## src/rtl/core/ntcat_pkg.sv

```systemverilog
// ----------------------------------------------------------------------------
// ntcat_pkg: shared constants for the NTC average and table lookup block
// Widths, register indexes, status codes and the thermistor ROM contents.
// ----------------------------------------------------------------------------
`default_nettype none

package ntcat_pkg;

    // sizing
    localparam int AVERAGE_LOG2  = 4;
    localparam int TABLE_ENTRIES = 120;
    localparam int SAMPLE_BITS   = 12;

    localparam int ROM_SIZE     = 120;
    localparam int ROM_AW       = $clog2(ROM_SIZE);
    localparam int ROM_DW       = 10;
    localparam int USED_ENTRIES = (TABLE_ENTRIES < ROM_SIZE) ? TABLE_ENTRIES : ROM_SIZE;
    localparam int IDX_W        = $clog2(USED_ENTRIES);

    localparam int SUM_W  = SAMPLE_BITS + AVERAGE_LOG2;
    localparam int CNT_W  = AVERAGE_LOG2 + 1;
    localparam int AVG_N  = 1 << AVERAGE_LOG2;

    // configuration registers
    localparam int HOLD_W    = 8;
    localparam int LIM_W     = 12;
    localparam int CFG_DW    = 12;
    localparam int CFG_IDX_W = 2;
    localparam logic [CFG_IDX_W-1:0] CFG_HOLDOFF = 2'd0;
    localparam logic [CFG_IDX_W-1:0] CFG_OPEN    = 2'd1;
    localparam logic [CFG_IDX_W-1:0] CFG_SHORT   = 2'd2;

    localparam logic [HOLD_W-1:0] HOLDOFF_RST = 8'd1;
    localparam logic [LIM_W-1:0]  OPEN_RST    = 12'd900;
    localparam logic [LIM_W-1:0]  SHORT_RST   = 12'd90;

    // compare width covering averages, limits and ROM entries
    localparam int CMP_W = (SAMPLE_BITS > LIM_W) ? SAMPLE_BITS : LIM_W;

    // result fields
    localparam int STATUS_W = 2;
    localparam int TEMP_W   = 11;
    localparam logic [STATUS_W-1:0] ST_OK    = 2'd0;
    localparam logic [STATUS_W-1:0] ST_OPEN  = 2'd1;
    localparam logic [STATUS_W-1:0] ST_SHORT = 2'd2;

    localparam int IN_TDATA_W  = ((SAMPLE_BITS + 7) / 8) * 8;
    localparam int OUT_DATA_W  = TEMP_W + SAMPLE_BITS;
    localparam int OUT_TDATA_W = ((OUT_DATA_W + 7) / 8) * 8;

    typedef struct packed {
        logic             done;
        logic [IDX_W-1:0] idx;
    } t_srch_rsp;

    // 10K / 3380 NTC divider readings, one entry per degree from -20 C up
    localparam logic [ROM_DW-1:0] ROM_TABLE [ROM_SIZE] = '{
        10'd903, 10'd897, 10'd891, 10'd885, 10'd879, 10'd872, 10'd866, 10'd859,
        10'd852, 10'd845, 10'd838, 10'd830, 10'd822, 10'd815, 10'd807, 10'd798,
        10'd790, 10'd782, 10'd773, 10'd764, 10'd755, 10'd746, 10'd737, 10'd728,
        10'd719, 10'd709, 10'd700, 10'd690, 10'd680, 10'd670, 10'd661, 10'd651,
        10'd641, 10'd631, 10'd621, 10'd611, 10'd601, 10'd591, 10'd581, 10'd571,
        10'd561, 10'd551, 10'd541, 10'd531, 10'd521, 10'd512, 10'd502, 10'd492,
        10'd483, 10'd473, 10'd464, 10'd455, 10'd445, 10'd436, 10'd427, 10'd418,
        10'd410, 10'd401, 10'd393, 10'd384, 10'd376, 10'd368, 10'd360, 10'd352,
        10'd344, 10'd337, 10'd329, 10'd322, 10'd315, 10'd307, 10'd301, 10'd294,
        10'd287, 10'd281, 10'd274, 10'd268, 10'd262, 10'd256, 10'd250, 10'd244,
        10'd238, 10'd233, 10'd228, 10'd222, 10'd217, 10'd212, 10'd207, 10'd202,
        10'd198, 10'd193, 10'd189, 10'd184, 10'd180, 10'd176, 10'd172, 10'd168,
        10'd164, 10'd160, 10'd157, 10'd153, 10'd149, 10'd146, 10'd143, 10'd139,
        10'd136, 10'd133, 10'd130, 10'd127, 10'd124, 10'd122, 10'd119, 10'd116,
        10'd114, 10'd111, 10'd109, 10'd106, 10'd104, 10'd102, 10'd99,  10'd97
    };

endpackage

`default_nettype wire

```

## src/rtl/core/ntcat_rom.sv

```systemverilog
// ----------------------------------------------------------------------------
// ntcat_rom: thermistor table ROM
// Synchronous read; the data comes from an output register.
// ----------------------------------------------------------------------------
`default_nettype none

module ntcat_rom (
    input  wire logic                         i_clk,
    input  wire logic [ntcat_pkg::ROM_AW-1:0] i_addr,
    output logic      [ntcat_pkg::ROM_DW-1:0] o_data
);

    logic [ntcat_pkg::ROM_DW-1:0] r_data;

    always_ff @(posedge i_clk) begin
        if (32'(i_addr) < 32'(ntcat_pkg::ROM_SIZE)) begin
            r_data <= ntcat_pkg::ROM_TABLE[i_addr];
        end else begin
            r_data <= '0;
        end
    end

    assign o_data = r_data;

endmodule

`default_nettype wire

```

## src/rtl/core/ntcat_search.sv

```systemverilog
// ----------------------------------------------------------------------------
// ntcat_search: sequential table search
// Walk the ROM one entry per cycle until value >= entry or the last entry.
// ----------------------------------------------------------------------------
`default_nettype none

module ntcat_search (
    input  wire logic                              i_clk,
    input  wire logic                              i_rst_n,
    input  wire logic                              i_start,
    input  wire logic [ntcat_pkg::SAMPLE_BITS-1:0] i_value,
    output ntcat_pkg::t_srch_rsp                   o_rsp
);

    typedef enum logic {
        S_IDLE,
        S_CMP
    } t_state;

    localparam logic [ntcat_pkg::IDX_W-1:0] LAST_IDX =
        ntcat_pkg::IDX_W'(ntcat_pkg::USED_ENTRIES - 1);

    t_state                              r_state, n_state;
    logic [ntcat_pkg::IDX_W-1:0]         r_addr, n_addr;
    logic [ntcat_pkg::SAMPLE_BITS-1:0]   r_value;
    logic [ntcat_pkg::ROM_DW-1:0]        rom_data;
    logic                                hit;

    // ROM is addressed with the next index so its data lines up with r_addr
    ntcat_rom u_rom (
        .i_clk  (i_clk),
        .i_addr (ntcat_pkg::ROM_AW'(n_addr)),
        .o_data (rom_data)
    );

    // Values beyond either end of the table land on the first or last entry
    // here without an explicit clamp.
    assign hit = (ntcat_pkg::CMP_W'(r_value) >= ntcat_pkg::CMP_W'(rom_data))
              || (r_addr == LAST_IDX);

    always_comb begin
        n_state    = r_state;
        n_addr     = r_addr;
        o_rsp.done = 1'b0;
        o_rsp.idx  = r_addr;
        case (r_state)
            S_IDLE: begin
                if (i_start) begin
                    n_addr  = '0;
                    n_state = S_CMP;
                end
            end
            S_CMP: begin
                if (hit) begin
                    o_rsp.done = 1'b1;
                    n_state    = S_IDLE;
                end else begin
                    n_addr = r_addr + 1'b1;
                end
            end
            default: n_state = S_IDLE;
        endcase
    end

    always_ff @(posedge i_clk) begin
        if (!i_rst_n) begin
            r_state <= S_IDLE;
        end else begin
            r_state <= n_state;
        end
        r_addr <= n_addr;
        if (i_start && r_state == S_IDLE) begin
            r_value <= i_value;
        end
    end

endmodule

`default_nettype wire

```

## src/rtl/core/ntc_average_and_table_lookup.sv

```systemverilog
// ----------------------------------------------------------------------------
// ntc_average_and_table_lookup: NTC ADC averaging and temperature lookup
//
// Slave stream takes one transfer per item: tuser = 0 carries an ADC sample
// in tdata, tuser = 1 is a one-second tick. While the hold-off counter is
// zero, samples accumulate; every 16th sample is averaged by a shift and
// checked against the open and short limits. A good average is searched in
// the thermistor ROM, one entry per cycle, and the index times ten goes out
// as the temperature in tenths of a degree above -20 C. Each evaluation
// produces exactly one master transfer; other items produce none.
// A non-evaluating item leaves the slave side ready. An evaluating sample
// holds the slave side until its result enters the output register:
// directly on open or short, else once the ROM search has finished.
// Ticks decrement the hold-off counter, which reloads after each result.
// Reset clears the sum, count, hold-off counter and output valid, and loads
// the register defaults (hold-off 1, open 900, short 90). When the receiver
// stalls, the result holds in the output register; the slave side keeps
// taking items unless a new result is pending behind it.
// ----------------------------------------------------------------------------
`default_nettype none

module ntc_average_and_table_lookup (
    input  wire logic                                   i_clk,
    input  wire logic                                   i_rst_n,
    // configuration write port
    input  wire logic                                   i_cfg_we,
    input  wire logic [ntcat_pkg::CFG_IDX_W-1:0]        i_cfg_idx,
    input  wire logic [ntcat_pkg::CFG_DW-1:0]           i_cfg_data,
    // slave stream
    input  wire logic                                   s_axis_tvalid,
    output logic                                        s_axis_tready,
    input  wire logic [ntcat_pkg::IN_TDATA_W-1:0]       s_axis_tdata,  // sample, pad
    input  wire logic                                   s_axis_tuser,  // func
    // master stream
    output logic                                        m_axis_tvalid,
    input  wire logic                                   m_axis_tready,
    output logic      [ntcat_pkg::OUT_TDATA_W-1:0]      m_axis_tdata,  // temp_code, average, pad
    output logic      [ntcat_pkg::STATUS_W-1:0]         m_axis_tuser   // status
);

    typedef enum logic [1:0] {
        S_IDLE,
        S_SEARCH,
        S_PEND
    } t_state;

    t_state                              r_state, n_state;

    // configuration
    logic [ntcat_pkg::HOLD_W-1:0]        r_holdoff_reload;
    logic [ntcat_pkg::LIM_W-1:0]         r_open_limit;
    logic [ntcat_pkg::LIM_W-1:0]         r_short_limit;

    // accumulation state
    logic [ntcat_pkg::SUM_W-1:0]         r_sum, n_sum;
    logic [ntcat_pkg::CNT_W-1:0]         r_count, n_count;
    logic [ntcat_pkg::HOLD_W-1:0]        r_holdoff, n_holdoff;

    // pending result
    logic [ntcat_pkg::STATUS_W-1:0]      r_res_status, n_res_status;
    logic [ntcat_pkg::TEMP_W-1:0]        r_res_temp, n_res_temp;
    logic [ntcat_pkg::SAMPLE_BITS-1:0]   r_res_avg, n_res_avg;

    // output register
    logic                                r_out_valid, n_out_valid;
    logic [ntcat_pkg::STATUS_W-1:0]      r_out_status;
    logic [ntcat_pkg::TEMP_W-1:0]        r_out_temp;
    logic [ntcat_pkg::SAMPLE_BITS-1:0]   r_out_avg;

    logic                                in_xfer;
    logic                                take_sample;
    logic                                last_sample;
    logic [ntcat_pkg::SUM_W-1:0]         sum_add;
    logic [ntcat_pkg::SAMPLE_BITS-1:0]   avg;
    logic                                is_open;
    logic                                is_short;
    logic                                srch_start;
    ntcat_pkg::t_srch_rsp                srch_rsp;
    logic                                out_load;

    assign s_axis_tready = (r_state == S_IDLE);
    assign in_xfer       = s_axis_tvalid && s_axis_tready;
    assign take_sample   = in_xfer && !s_axis_tuser && (r_holdoff == '0);
    assign last_sample   = (r_count == ntcat_pkg::CNT_W'(ntcat_pkg::AVG_N - 1));
    assign sum_add       = r_sum
                         + ntcat_pkg::SUM_W'(s_axis_tdata[ntcat_pkg::SAMPLE_BITS-1:0]);
    assign avg           = sum_add[ntcat_pkg::SUM_W-1:ntcat_pkg::AVERAGE_LOG2];
    assign is_open       = ntcat_pkg::CMP_W'(avg) > ntcat_pkg::CMP_W'(r_open_limit);
    assign is_short      = ntcat_pkg::CMP_W'(avg) < ntcat_pkg::CMP_W'(r_short_limit);
    assign srch_start    = take_sample && last_sample && !is_open && !is_short;
    assign out_load      = (r_state == S_PEND) && (!r_out_valid || m_axis_tready);

    ntcat_search u_search (
        .i_clk   (i_clk),
        .i_rst_n (i_rst_n),
        .i_start (srch_start),
        .i_value (avg),
        .o_rsp   (srch_rsp)
    );

    always_comb begin
        n_state      = r_state;
        n_sum        = r_sum;
        n_count      = r_count;
        n_holdoff    = r_holdoff;
        n_res_status = r_res_status;
        n_res_temp   = r_res_temp;
        n_res_avg    = r_res_avg;
        n_out_valid  = r_out_valid;

        if (m_axis_tready) begin
            n_out_valid = 1'b0;
        end
        if (out_load) begin
            n_out_valid = 1'b1;
            n_state     = S_IDLE;
        end

        case (r_state)
            S_IDLE: begin
                if (in_xfer && s_axis_tuser && (r_holdoff != '0)) begin
                    n_holdoff = r_holdoff - 1'b1;
                end
                if (take_sample) begin
                    if (last_sample) begin
                        // evaluate: clear the accumulator and start hold-off
                        n_sum     = '0;
                        n_count   = '0;
                        n_holdoff = r_holdoff_reload;
                        n_res_avg = avg;
                        n_res_temp = '0;
                        if (is_open) begin
                            n_res_status = ntcat_pkg::ST_OPEN;
                            n_state      = S_PEND;
                        end else if (is_short) begin
                            n_res_status = ntcat_pkg::ST_SHORT;
                            n_state      = S_PEND;
                        end else begin
                            n_res_status = ntcat_pkg::ST_OK;
                            n_state      = S_SEARCH;
                        end
                    end else begin
                        n_sum   = sum_add;
                        n_count = r_count + 1'b1;
                    end
                end
            end
            S_SEARCH: begin
                if (srch_rsp.done) begin
                    // index times ten as two shifts
                    n_res_temp = (ntcat_pkg::TEMP_W'(srch_rsp.idx) << 3)
                               + (ntcat_pkg::TEMP_W'(srch_rsp.idx) << 1);
                    n_state    = S_PEND;
                end
            end
            S_PEND: begin
                // hold until the output register frees up
            end
            default: n_state = S_IDLE;
        endcase
    end

    always_ff @(posedge i_clk) begin
        if (!i_rst_n) begin
            r_state          <= S_IDLE;
            r_holdoff_reload <= ntcat_pkg::HOLDOFF_RST;
            r_open_limit     <= ntcat_pkg::OPEN_RST;
            r_short_limit    <= ntcat_pkg::SHORT_RST;
            r_sum            <= '0;
            r_count          <= '0;
            r_holdoff        <= '0;
            r_out_valid      <= 1'b0;
        end else begin
            r_state     <= n_state;
            r_sum       <= n_sum;
            r_count     <= n_count;
            r_holdoff   <= n_holdoff;
            r_out_valid <= n_out_valid;
            if (i_cfg_we) begin
                case (i_cfg_idx)
                    ntcat_pkg::CFG_HOLDOFF:
                        r_holdoff_reload <= i_cfg_data[ntcat_pkg::HOLD_W-1:0];
                    ntcat_pkg::CFG_OPEN:
                        r_open_limit <= i_cfg_data[ntcat_pkg::LIM_W-1:0];
                    ntcat_pkg::CFG_SHORT:
                        r_short_limit <= i_cfg_data[ntcat_pkg::LIM_W-1:0];
                    default: begin
                        // drop writes to unused indexes
                    end
                endcase
            end
        end
        r_res_status <= n_res_status;
        r_res_temp   <= n_res_temp;
        r_res_avg    <= n_res_avg;
        if (out_load) begin
            r_out_status <= r_res_status;
            r_out_temp   <= r_res_temp;
            r_out_avg    <= r_res_avg;
        end
    end

    assign m_axis_tvalid = r_out_valid;
    assign m_axis_tuser  = r_out_status;
    assign m_axis_tdata  = ntcat_pkg::OUT_TDATA_W'({r_out_avg, r_out_temp});

endmodule

`default_nettype wire

```

## config.mk

```make
export PLATFORM = sky130hd
export DESIGN_NAME = ntc_average_and_table_lookup
export DESIGN_NICKNAME = d
export VERILOG_FILES = /design/src/rtl/core/ntcat_pkg.sv /design/src/rtl/core/ntcat_rom.sv /design/src/rtl/core/ntcat_search.sv /design/src/rtl/core/ntc_average_and_table_lookup.sv
export SDC_FILE = /design/constraint.sdc
export NUM_CORES = 1
export LEC_CHECK = 0
export BUFFER_PORTS_ARGS = -buffer_cell sky130_fd_sc_hd__buf_2
export CORE_ASPECT_RATIO = 1.1
export CORE_MARGIN = 10
export CORE_UTILIZATION = 55
export CTS_CLUSTER_DIAMETER = 60
export DETAILED_ROUTE_END_ITERATION = 8
export HOLD_SLACK_MARGIN = 0.03
export PLACE_DENSITY = 0.89
export REMOVE_ABC_BUFFERS = 1
export SLEW_MARGIN = 30
export SYNTH_ARGS = -nofsm -noshare
export SYNTH_HDL_FRONTEND = slang
export SYNTH_HIERARCHICAL = 1
export SYNTH_SLANG_ARGS = --single-unit
```

## constraint.sdc

```tcl
create_clock -name i_clk -period 6 [get_ports i_clk]
set_input_delay 0.6 -clock i_clk [delete_from_list [all_inputs] [get_ports i_clk]]
set_output_delay 0.6 -clock i_clk [all_outputs]
set_load 0.01 [all_outputs]
```

==> reports/metrics.cfg <==
[run_status]
outcome=completed

[yosys]
synthArstFlopShare=0
synth_seq_cells=142
synth.distinct_cells=86
netlist_area_um2=8560
yosys_warnings=6
ys.flop_type=dfxtp_1
synth_edf_count=60
synth_cells=933
ys_seq_area_frac=0.402
avgSynthCellArea_um2=9.17

[floorplan]
design.die.area_um2=21000
ios=64
fp-row-count=47
initial_core_util=0.564
core_area_um2=15200
die_h_um=151
dieWidth_um=139

[setup_path]
ff2ff_path_depth=26
worstReg2RegStart=r_sum[0]
arrival_ns=6.05
reg2reg_slack_ns=0.28
crit_start=r_sum[0]
crit_end=u_search/u_rom/o_data[4]
startpoint_type=flip-flop
worst-setup-path-type=flip-flop to flip-flop
cpPeakStageDelay_ns=0.46
rr_endpoint=u_search/u_rom/o_data[4]
crit_path_end_kind=flip-flop
cp.required_ns=6.33
critPathSlowestCell=a311o_2
worst_path_most_repeated_cell=buf_4
critPathMaxFanout=20

[global_route]
grt_max_degree=55
grt_use_total=0.227
first_global_vias=7689
grt_pass1_wl_um=38800
overflow=0
antenna_found_initial=0

[cts]
cts_setup_buffers=0
cts-buffers-inserted=17
cts_resized=0
clock_latency_ns=0.44
htree_levels=4
clkTransAtPathRegs_ns=0.06
clk_path_buf_depth=2
cts_hold_buf=0
cts_tree=done
clock-sinks=142
cts_root_buffer=clkbuf_16

[timing]
final.period_utilization=0.954
period_needed_ns=5.72
max_freq_mhz=175
clock-skew-final_ns=0.0159
whs_ns=0.412
setup_viol=0
tightest_slew_ns=0.977
tns_ns=0
final_max_slew_viol_count=0
hold_violations=0
slew_headroom=0.348

[route]
drt_iter0_markers=989
drc_errors=0
vias_per_cell=6.35
wirelength_um=25000
firstDrtPassIters=7
vias=7988
wl_per_cell_um=19.9
postRouteAntennaNets=0

[finish]
final_cell_area_um2=10300
n_fill_cell=1077
num_antenna_cells=0
multiInputGateArea_um2=4760
area.growth.synth_to_final_pct=20.4
register_area_um2=3440
layout.nets=1153
layout-drive-gt1-share=0.213

[placement]
numPortBuffers=57
hpwl_um=16700
place_area_um2=9500
gp_congestion=0.960

[power]
power_leakage_nw=4.21
power.density_nw_per_um2=320
ir_drop_uv=245

[run]
cap_violations=0

[worst_hold_path]
min-delay-path-class=primary input to flip-flop

flip-flops by register name (all words and copies together), names as in the netlist:
name,count
r_state,2
r_res_temp,10
r_open_limit,12
u_search/r_addr,7
u_search/r_value,12
r_holdoff_reload,8
m_axis_tvalid,1
m_axis_tuser,2
r_sum,16
u_search/u_rom/o_data,10
r_out_temp,10
r_res_status,2
u_search/r_state,1
r_short_limit,12
r_out_avg,12
r_count,5
r_holdoff,8
r_res_avg,12
per-stage QoR:
stage,setup slack (ns),util,std cells,power (mW)
2_1_floorplan,-0.344,-,885,1.72
3_3_place_gp,-0.00481,0.626,1223,1.98
3_5_place_dp,-0.191,0.626,1223,2.03
4_1_cts,0.108,0.671,1255,3.22
5_1_grt,-0.102,0.679,1257,3.42
6_report,0.277,0.679,1257,3.30
report_power, final:
| part | total (mW) | leakage (nW) | internal, mW | switching [mW] |
|---|---|---|---|---|
| sequential | 1.14 | 1.22 | 1.08 | 0.0602 |
| combinational | 0.973 | 2.67 | 0.388 | 0.585 |
| clock | 1.18 | 0.322 | 0.756 | 0.424 |
| total | 3.30 | 4.21 | 2.23 | 1.07 |
how the worst min path moves through the flow:
| stage | from | to | slack (ns) | cells past startpoint |
|---|---|---|---|---|
| after global routing | i_cfg_data[10] | r_open_limit[10] | 0.43 | 3 |
| after CTS | i_cfg_data[9] | r_open_limit[9] | 0.40 | 3 |
| after floorplan | r_res_status[0] | m_axis_tuser[0] | 0.40 | 0 |
| after detailed placement | r_res_temp[3] | r_out_temp[3] | 0.40 | 0 |
| after global placement | r_res_avg[1] | r_out_avg[1] | 0.40 | 0 |
| final | i_cfg_data[9] | r_open_limit[9] | 0.41 | 3 |
placed cells by master (no fill, tap or decap), types with 4 or more instances in the layout:
master and count:
a22oi_1 5, nor4_1 5, a21o_1 8, o21ai_0 24, o211ai_1 18, or2_2 8
xor2_1 13, nand2b_1 27, edfxtp_1 60, nor3_1 12, inv_1 55, a31oi_1 10
ha_1 64, a311oi_1 9, xnor2_1 9, a211o_1 4, buf_2 57, a211oi_1 9
nor2b_1 15, nand3_1 25, mux2i_1 13, a21boi_0 4, buf_4 84, clkbuf_16 21
o311ai_2 4, o22ai_1 5, o21bai_1 4, o21a_1 5, nand4_1 14, a21oi_1 73
nor3b_1 6, and2_1 5, nand2_1 106, inv_2 6, nand3b_1 7, dfxtp_1 82
nor2_1 72, o311ai_0 9
synthesized netlist by cell type (6+ instances only):
| cell type | count | share of area |
|---|---|---|
| o311ai_0 | 10 | 0.010 |
| dfxtp_1 | 82 | 0.19 |
| buf_6 | 9 | 0.012 |
| mux2i_1 | 14 | 0.016 |
| nor3_1 | 13 | 0.0076 |
| buf_2 | 11 | 0.0064 |
| xor2_1 | 13 | 0.013 |
| inv_1 | 56 | 0.025 |
| nand3_1 | 25 | 0.015 |
| clkbuf_1 | 22 | 0.0096 |
| or2_2 | 8 | 0.0058 |
| a311oi_1 | 9 | 0.0092 |
| xnor2_1 | 10 | 0.010 |
| nand3b_1 | 7 | 0.0061 |
| o21ai_0 | 24 | 0.014 |
| nand2b_1 | 27 | 0.020 |
| ha_1 | 67 | 0.098 |
| nand2_1 | 106 | 0.046 |
| o211ai_1 | 18 | 0.016 |
| a21o_1 | 8 | 0.0070 |
| a211oi_1 | 9 | 0.0079 |
| nor2b_1 | 16 | 0.012 |
| a31oi_1 | 12 | 0.0088 |
| edfxtp_1 | 60 | 0.21 |
| nand4_1 | 14 | 0.010 |
| a21oi_1 | 73 | 0.043 |
| nor3b_1 | 6 | 0.0053 |
| nor2_1 | 73 | 0.032 |
cells by family after synthesis:
family	Yosys count	synth area share
compound gates	235	0.192
mux	16	0.0216
simple gates	335	0.197
other cells	1	0.000438
xor+xnor	23	0.0235
buf+inv	112	0.0604
flops	142	0.402
fa+ha+maj	69	0.103
cell type report:
cell class	count	share of cell area
Multi-Input combinational cell	681	0.462
Clock inverter	10	0.0137
Tap cell	196	0.0238
Inverter	63	0.0229
Sequential cell	142	0.334
Clock buffer	22	0.0513
Timing Repair Buffer	143	0.0919
worst max-delay path, delay by kind of cell (launching register included):
family,cells,cell delay (ns)
buffers and inverters,5,0.72
and+or+nand+nor,7,1.12
AOI/OAI and AO/OA,10,2.44
adders and majority gates,3,0.77
xor gates and xnor gates,1,0.25
DFF,1,0.33
per-layer routing:
metal  share of wire  wire length, µm  GRT usage  vias to the layer above
li1                -                -          -                     3631
met1            0.38             9430      0.250                     3741
met2            0.49            12300      0.406                      490
met3           0.078             1960     0.0438                      126
met4           0.053             1320      0.127                        0
met5               0                0          0                        -
Power figures use the tool's default switching activity.
